==> src/rtl/hpw_pkg.sv <==
// Package for the hand pose to world transform block.
// Holds shared constants, controller states, command/status structs and the step table.
package hpw_pkg;

  localparam int FRAC_BITS  = 16;
  localparam int WORD_WIDTH = 32;
  localparam int IDX_W      = 5;
  localparam int MEM_DEPTH  = 23;
  localparam int HEAD_BASE  = 19;
  localparam int LAST_INDEX = 18;
  localparam int N_STEPS    = 25;
  localparam int SUM_W      = 35;
  localparam int RAD_W      = 48;
  localparam int SQRT_STEPS = RAD_W / 2;
  localparam int PROD_W     = 64;
  localparam int TERM_W     = PROD_W - FRAC_BITS;
  localparam int ACC_W      = TERM_W + 4;
  localparam int REM_W      = SQRT_STEPS + 4;

  typedef enum logic [2:0] {
    S_IDLE,
    S_RLOAD,
    S_RSTEP,
    S_MRD,
    S_MMUL,
    S_MACC
  } state_t;

  typedef struct packed {
    logic       root_load;
    logic       root_step;
    logic       root_store;
    logic [1:0] comp;
    logic       mul_rd;
    logic       mul_mul;
    logic       mul_acc;
    logic [4:0] step;
    logic       set_valid;
  } cmd_t;

  typedef struct packed {
    logic busy;
  } status_t;

  typedef struct packed {
    logic [IDX_W-1:0] a;
    logic [IDX_W-1:0] b;
    logic             neg;
    logic             first;
    logic             last;
    logic [2:0]       dest;
  } op_t;

  // operand codes
  localparam logic [IDX_W-1:0] LPX = 5'd12;
  localparam logic [IDX_W-1:0] BX  = 5'd15;
  localparam logic [IDX_W-1:0] BY  = 5'd16;
  localparam logic [IDX_W-1:0] BZ  = 5'd17;
  localparam logic [IDX_W-1:0] BW  = 5'd18;
  localparam logic [IDX_W-1:0] HW  = 5'd19;
  localparam logic [IDX_W-1:0] HX  = 5'd20;
  localparam logic [IDX_W-1:0] HY  = 5'd21;
  localparam logic [IDX_W-1:0] HZ  = 5'd22;

  function automatic op_t mk(logic [IDX_W-1:0] a, logic [IDX_W-1:0] b, logic neg,
                             logic first, logic last, logic [2:0] dest);
    op_t o;
    o.a = a; o.b = b; o.neg = neg; o.first = first; o.last = last; o.dest = dest;
    return o;
  endfunction

  function automatic op_t step_op(logic [4:0] s);
    op_t o;
    unique case (s)
      5'd0:  o = mk(5'd0,  LPX,        1'b0, 1'b1, 1'b0, 3'd0);
      5'd1:  o = mk(5'd1,  LPX + 5'd1, 1'b0, 1'b0, 1'b0, 3'd0);
      5'd2:  o = mk(5'd2,  LPX + 5'd2, 1'b0, 1'b0, 1'b1, 3'd0);
      5'd3:  o = mk(5'd4,  LPX,        1'b0, 1'b1, 1'b0, 3'd1);
      5'd4:  o = mk(5'd5,  LPX + 5'd1, 1'b0, 1'b0, 1'b0, 3'd1);
      5'd5:  o = mk(5'd6,  LPX + 5'd2, 1'b0, 1'b0, 1'b1, 3'd1);
      5'd6:  o = mk(5'd8,  LPX,        1'b0, 1'b1, 1'b0, 3'd2);
      5'd7:  o = mk(5'd9,  LPX + 5'd1, 1'b0, 1'b0, 1'b0, 3'd2);
      5'd8:  o = mk(5'd10, LPX + 5'd2, 1'b0, 1'b0, 1'b1, 3'd2);
      5'd9:  o = mk(HW, BW, 1'b0, 1'b1, 1'b0, 3'd3);
      5'd10: o = mk(HX, BX, 1'b1, 1'b0, 1'b0, 3'd3);
      5'd11: o = mk(HY, BY, 1'b1, 1'b0, 1'b0, 3'd3);
      5'd12: o = mk(HZ, BZ, 1'b1, 1'b0, 1'b1, 3'd3);
      5'd13: o = mk(HW, BX, 1'b0, 1'b1, 1'b0, 3'd4);
      5'd14: o = mk(HX, BW, 1'b0, 1'b0, 1'b0, 3'd4);
      5'd15: o = mk(HY, BZ, 1'b0, 1'b0, 1'b0, 3'd4);
      5'd16: o = mk(HZ, BY, 1'b1, 1'b0, 1'b1, 3'd4);
      5'd17: o = mk(HW, BY, 1'b0, 1'b1, 1'b0, 3'd5);
      5'd18: o = mk(HX, BZ, 1'b1, 1'b0, 1'b0, 3'd5);
      5'd19: o = mk(HY, BW, 1'b0, 1'b0, 1'b0, 3'd5);
      5'd20: o = mk(HZ, BX, 1'b0, 1'b0, 1'b1, 3'd5);
      5'd21: o = mk(HW, BZ, 1'b0, 1'b1, 1'b0, 3'd6);
      5'd22: o = mk(HX, BY, 1'b0, 1'b0, 1'b0, 3'd6);
      5'd23: o = mk(HY, BX, 1'b1, 1'b0, 1'b0, 3'd6);
      5'd24: o = mk(HZ, BW, 1'b0, 1'b0, 1'b1, 3'd6);
      default: o = '0;
    endcase
    return o;
  endfunction

endpackage

==> src/rtl/hpw_ctrl.sv <==
// Controller state machine for the hand pose to world transform block.
// Depends on hpw_pkg; drives datapath commands and the request ready.
module hpw_ctrl (
  input  logic                        clk,
  input  logic                        rst,
  input  logic                        req_valid,
  input  logic [hpw_pkg::IDX_W-1:0]   req_index,
  output logic                        req_ready,
  input  hpw_pkg::status_t            status,
  output hpw_pkg::cmd_t               cmd
);

  hpw_pkg::state_t state, state_next;
  logic [1:0] comp, comp_next;
  logic [4:0] iter, iter_next;
  logic [4:0] step, step_next;

  always_ff @(posedge clk) begin
    if (rst) begin
      state <= hpw_pkg::S_IDLE;
      comp  <= '0;
      iter  <= '0;
      step  <= '0;
    end else begin
      state <= state_next;
      comp  <= comp_next;
      iter  <= iter_next;
      step  <= step_next;
    end
  end

  always_comb begin
    state_next = state;
    comp_next  = comp;
    iter_next  = iter;
    step_next  = step;
    req_ready  = 1'b0;
    cmd        = '0;
    cmd.comp   = comp;
    cmd.step   = step;
    unique case (state)
      hpw_pkg::S_IDLE: begin
        req_ready = !status.busy;
        if (req_valid && !status.busy &&
            req_index == 5'(hpw_pkg::LAST_INDEX)) begin
          comp_next  = '0;
          state_next = hpw_pkg::S_RLOAD;
        end
      end
      hpw_pkg::S_RLOAD: begin
        cmd.root_load = 1'b1;
        iter_next     = '0;
        state_next    = hpw_pkg::S_RSTEP;
      end
      hpw_pkg::S_RSTEP: begin
        cmd.root_step = 1'b1;
        iter_next     = iter + 5'd1;
        if (iter == 5'(hpw_pkg::SQRT_STEPS - 1)) begin
          cmd.root_store = 1'b1;
          comp_next      = comp + 2'd1;
          if (comp == 2'd3) begin
            step_next  = '0;
            state_next = hpw_pkg::S_MRD;
          end else begin
            state_next = hpw_pkg::S_RLOAD;
          end
        end
      end
      hpw_pkg::S_MRD: begin
        cmd.mul_rd = 1'b1;
        state_next = hpw_pkg::S_MMUL;
      end
      hpw_pkg::S_MMUL: begin
        cmd.mul_mul = 1'b1;
        state_next  = hpw_pkg::S_MACC;
      end
      hpw_pkg::S_MACC: begin
        cmd.mul_acc = 1'b1;
        step_next   = step + 5'd1;
        if (step == 5'(hpw_pkg::N_STEPS - 1)) begin
          cmd.set_valid = 1'b1;
          state_next    = hpw_pkg::S_IDLE;
        end else begin
          state_next = hpw_pkg::S_MRD;
        end
      end
      default: state_next = hpw_pkg::S_IDLE;
    endcase
  end

endmodule

==> config.mk <==
export PLATFORM = sky130hd
export DESIGN_NAME = hpw_ctrl
export DESIGN_NICKNAME = d
export VERILOG_FILES = /design/src/rtl/hpw_pkg.sv /design/src/rtl/hpw_ctrl.sv
export SDC_FILE = /design/constraint.sdc
export NUM_CORES = 1
export LEC_CHECK = 0
export BUFFER_PORTS_ARGS = -buffer_cell sky130_fd_sc_hd__clkbuf_2
export CORE_MARGIN = 1
export CORE_UTILIZATION = 40
export CTS_CLUSTER_SIZE = 28
export DETAILED_ROUTE_END_ITERATION = 16
export PLACE_DENSITY = 0.66
export SETUP_SLACK_MARGIN = 0.15
export SLEW_MARGIN = 5
export SYNTH_ARGS = -nofsm -noshare
export SYNTH_HDL_FRONTEND = slang
export SYNTH_SLANG_ARGS = --single-unit
export TNS_END_PERCENT = 100
==> constraint.sdc <==
create_clock -name clk -period 1.5 [get_ports clk]
set_input_delay 0.075 -clock clk [delete_from_list [all_inputs] [get_ports clk]]
set_output_delay 0.075 -clock clk [all_outputs]
set_load 0.01 [all_outputs]
==> summary.md <==
| Metric | Value |
|---|---|
| DR iter-0 viols | 14 |
| Worst-path maximum fanout | 5 |
| Die Wd | 49.36 um |
| Syn_nets | 111 |
| DRC | 0 |
| Cell Rows | 16 |
| CP Data Arrival Time | between 1.5 and 2 ns |
| Slack of the critical path | 0.01670 ns |
| Compound-gate portion of the synthesized area | 0.2050 |
| Hpwl dp | 1.578 mm |
| Min-delay worst type | input pin to flop |
| Gr usage total | 0.2127 |
| Final nets | 153 |
| Worst-Margin Slew | 0.3413 ns |
| Mux share of post-synthesis cell area | 0.04463 |
| CTS Hold Bufs | 0 |
| Fmax | approximately 0.67 GHz |
| Crit. End Element | flop |
| Setup WS pre-CTS | -0.01188 ns |
| Fin. Hold Viols | 0 |
| Worst Path Required | 1.71 ns |
| CTS tree | built |
| Outcome | finished clean |
| H-tree levels | 1 |
| Router iterations before antenna repair | 4 |
| #FFs+latches synth | 15 |
| Via count | 931 |
| Startpoint Class | flop |
| Final setup violation count | 0 |
| First-pass GRT wire length | 3.864 mm |
| Total gr overflow | 0 |
| Port bufs | 23 |
| Worst setup path end | state[0] |
| Top cell type by total area after synthesis | dfxtp_1 |
| Die Area | 2436 um^2 |
| CTS Buf Count | 3 |
| Maxcap violations | 0 |
| VDD IR max | between 400 and 500 uV |
| Ports | 24 |
| Simple-gate share of the synthesized area | 0.2552 |
| Antenna cells | 0 |
| Reg-to-Reg End | state[0] |
| Most used DFF post-synth | dfxtp_1 |
| Min Hold Slack | 0.08292 ns |
| Clock Tree Root | clkbuf_4 |
| Wire length per cell | between 15 and 20 um |
| Rel. slew slack | 0.7716 |
| Share of cells above drive strength 1 | 0.5683 |
| Post-route ant nets | 0 |
| Flop-to-flop setup slack | between 0.015 and 0.02 ns |
| Initial Utilization | 0.4393 |
| Post-synth EDFFs | 0 |
| Worst Skew | 0.001400 ns |
| Synth top area cells | dfxtp_1 (33%), nor2_1 (7.1%), ha_1 (5.6%) |
| Main combinational cell family by area after synthesis | simple AND/OR/NAND/NOR gates |
| CORE AREA | 2042 um^2 |
| Mapped Area | 897.1 um^2 |
| Final GP Congestion | 0.7576 |
| Synth top area share | 0.3347 |
| Sequential area share after synthesis | 0.3347 |
| Post-Route WL | 2.499 mm |
| Worst Hold Depth | 3 |
| Ys async rst share | 0 |
| Area grow syn2layout | 50.35% |
| RR Startpoint | iter[0] |
| Synth unique cells | 34 |
| Worst skew pair latency | about 0.3 ns |
| Crit path from | iter[0] |
| Antenna violations before repair | 0 |
| Vias in the first global route | 883 |
| Final min period | 1.483 ns |
| RSZ-0062 raised after global routing | yes |
| Critical path type | flop to flop |
| PD cells | roughly 690 nW/um^2 |
| Fin crit share | 0.9889 |
| CTS Sinks | 15 |
| XOR/XNOR share of the synthesized area | 0.02929 |
| Leak | 0.6205 nW |
| Final slew viol count | 0 |
| Post-synthesis area per instance | 9.154 um^2 |
| Die Span Y | 49.36 um |
| Adder-Cell Fraction of Synth Area | 0.05579 |
| Reg2reg path depth | 5 |
| Syn Inst Count | 98 |
| Vias per cell | 5.608 |
| Maximum root-to-sink buffer count | 2 |
| CTS clock-pin slew for the worst setup and hold paths | roughly 0.090 ns |
| Total of warnings raised by yosys | 0 |
| Largest net degree at the start of global routing | 13 |
-- kinds of logic after synthesis --
logic type                 count (synthesis)
AOI/OAI and AO/OA                         23
xor gates and xnor gates                   3
adders and majority gates                  4
buffers and inverters                     13
DFF                                       15
muxes                                      4
and+or+nand+nor                           36
-- how the worst min path moves through the flow --
stage	startpoint	endpoint	slack, ns
after global placement	status	req_ready	0.39
final	req_valid	state[0]	0.08
after global routing	req_valid	state[0]	0.10
after detailed placement	status	req_ready	0.39
after floorplan	rst	state[0]	0.15
after CTS	req_valid	state[0]	0.08
-- where the power goes --
part           leakage [nW]  switching, mW  internal (mW)
clock network        0.0150          0.140          0.104
logic                 0.480          0.140          0.111
registers             0.126         0.0241          0.412
total                 0.621          0.304          0.627
-- flip-flops by register name, summed over array words and instances, names as in the netlist --
signal / cells
step: 5
comp: 2
state: 3
iter: 5
-- cell usage after synthesis, drive strengths merged (3+ instances only) --
cell    instances
a21oi           5
xnor2           3
o21ai           4
nand3           4
ha              4
a311oi          3
mux2i           4
nor2           17
dfxtp          15
a221oi          3
buf             4
inv             8
-- cells in the final DEF, fill, tap and decap left out, types with 2 or more instances in the layout --
cell,instances
dfxtp_4,3
buf_4,15
mux2i_1,4
clkbuf_4,3
dfxtp_1,7
o21ai_0,4
buf_2,5
a211oi_1,2
nor2_2,2
buf_6,2
nand3_1,4
inv_2,3
dfxtp_2,5
a21oi_1,5
clkbuf_2,18
xnor2_1,3
a311oi_2,2
ha_4,3
a221oi_2,2
inv_1,4
nor2_1,15
-- final cells by class --
class,count,area [um^2]
repair buffers,41,265.3
inverters,8,32.53
fillers,173,693.2
clock buffers,4,26.28
multi-input cells,71,673.1
flip-flops and latches,15,317.8
well taps,27,33.78
-- critical path: stages, from the launching register on --
cell and delay (ns):
dfxtp_2 0.36, ha_4 0.16, nand4b_4 0.17, o21ai_0 0.32
a32oi_1 0.14, a311oi_1 0.24
-- per-stage QoR --
step	cells	total power [mW]	utilization	TNS [ns]	area, um^2
6_report	166	0.9319	0.6605	0	1349
3_5_place_dp	150	0.6428	0.5380	-0.01188	1099
4_1_cts	162	0.8983	0.6048	0	1235
3_3_place_gp	150	0.6356	0.5380	0	1099
2_1_floorplan	98	0.5813	-	0	934.6
5_1_grt	166	0.9724	0.6605	-0.1290	1349
-- repair_timing --
action / CTS / global route
gates cloned: 1 / 0
setup endpoints to repair: 13 / 15
gates resized for setup: 14 / 23
pin swaps: 7 / 5
setup buffers: 7 / 4
-- metal layers --
metal	track usage	up-vias	routed length (um)
met2	0.4041	12	1372
met3	0.06542	5	57
met5	0	-	0
li1	-	446	-
met1	0.2197	468	1033
met4	0.05882	0	36
Power figures use the tool's default switching activity.
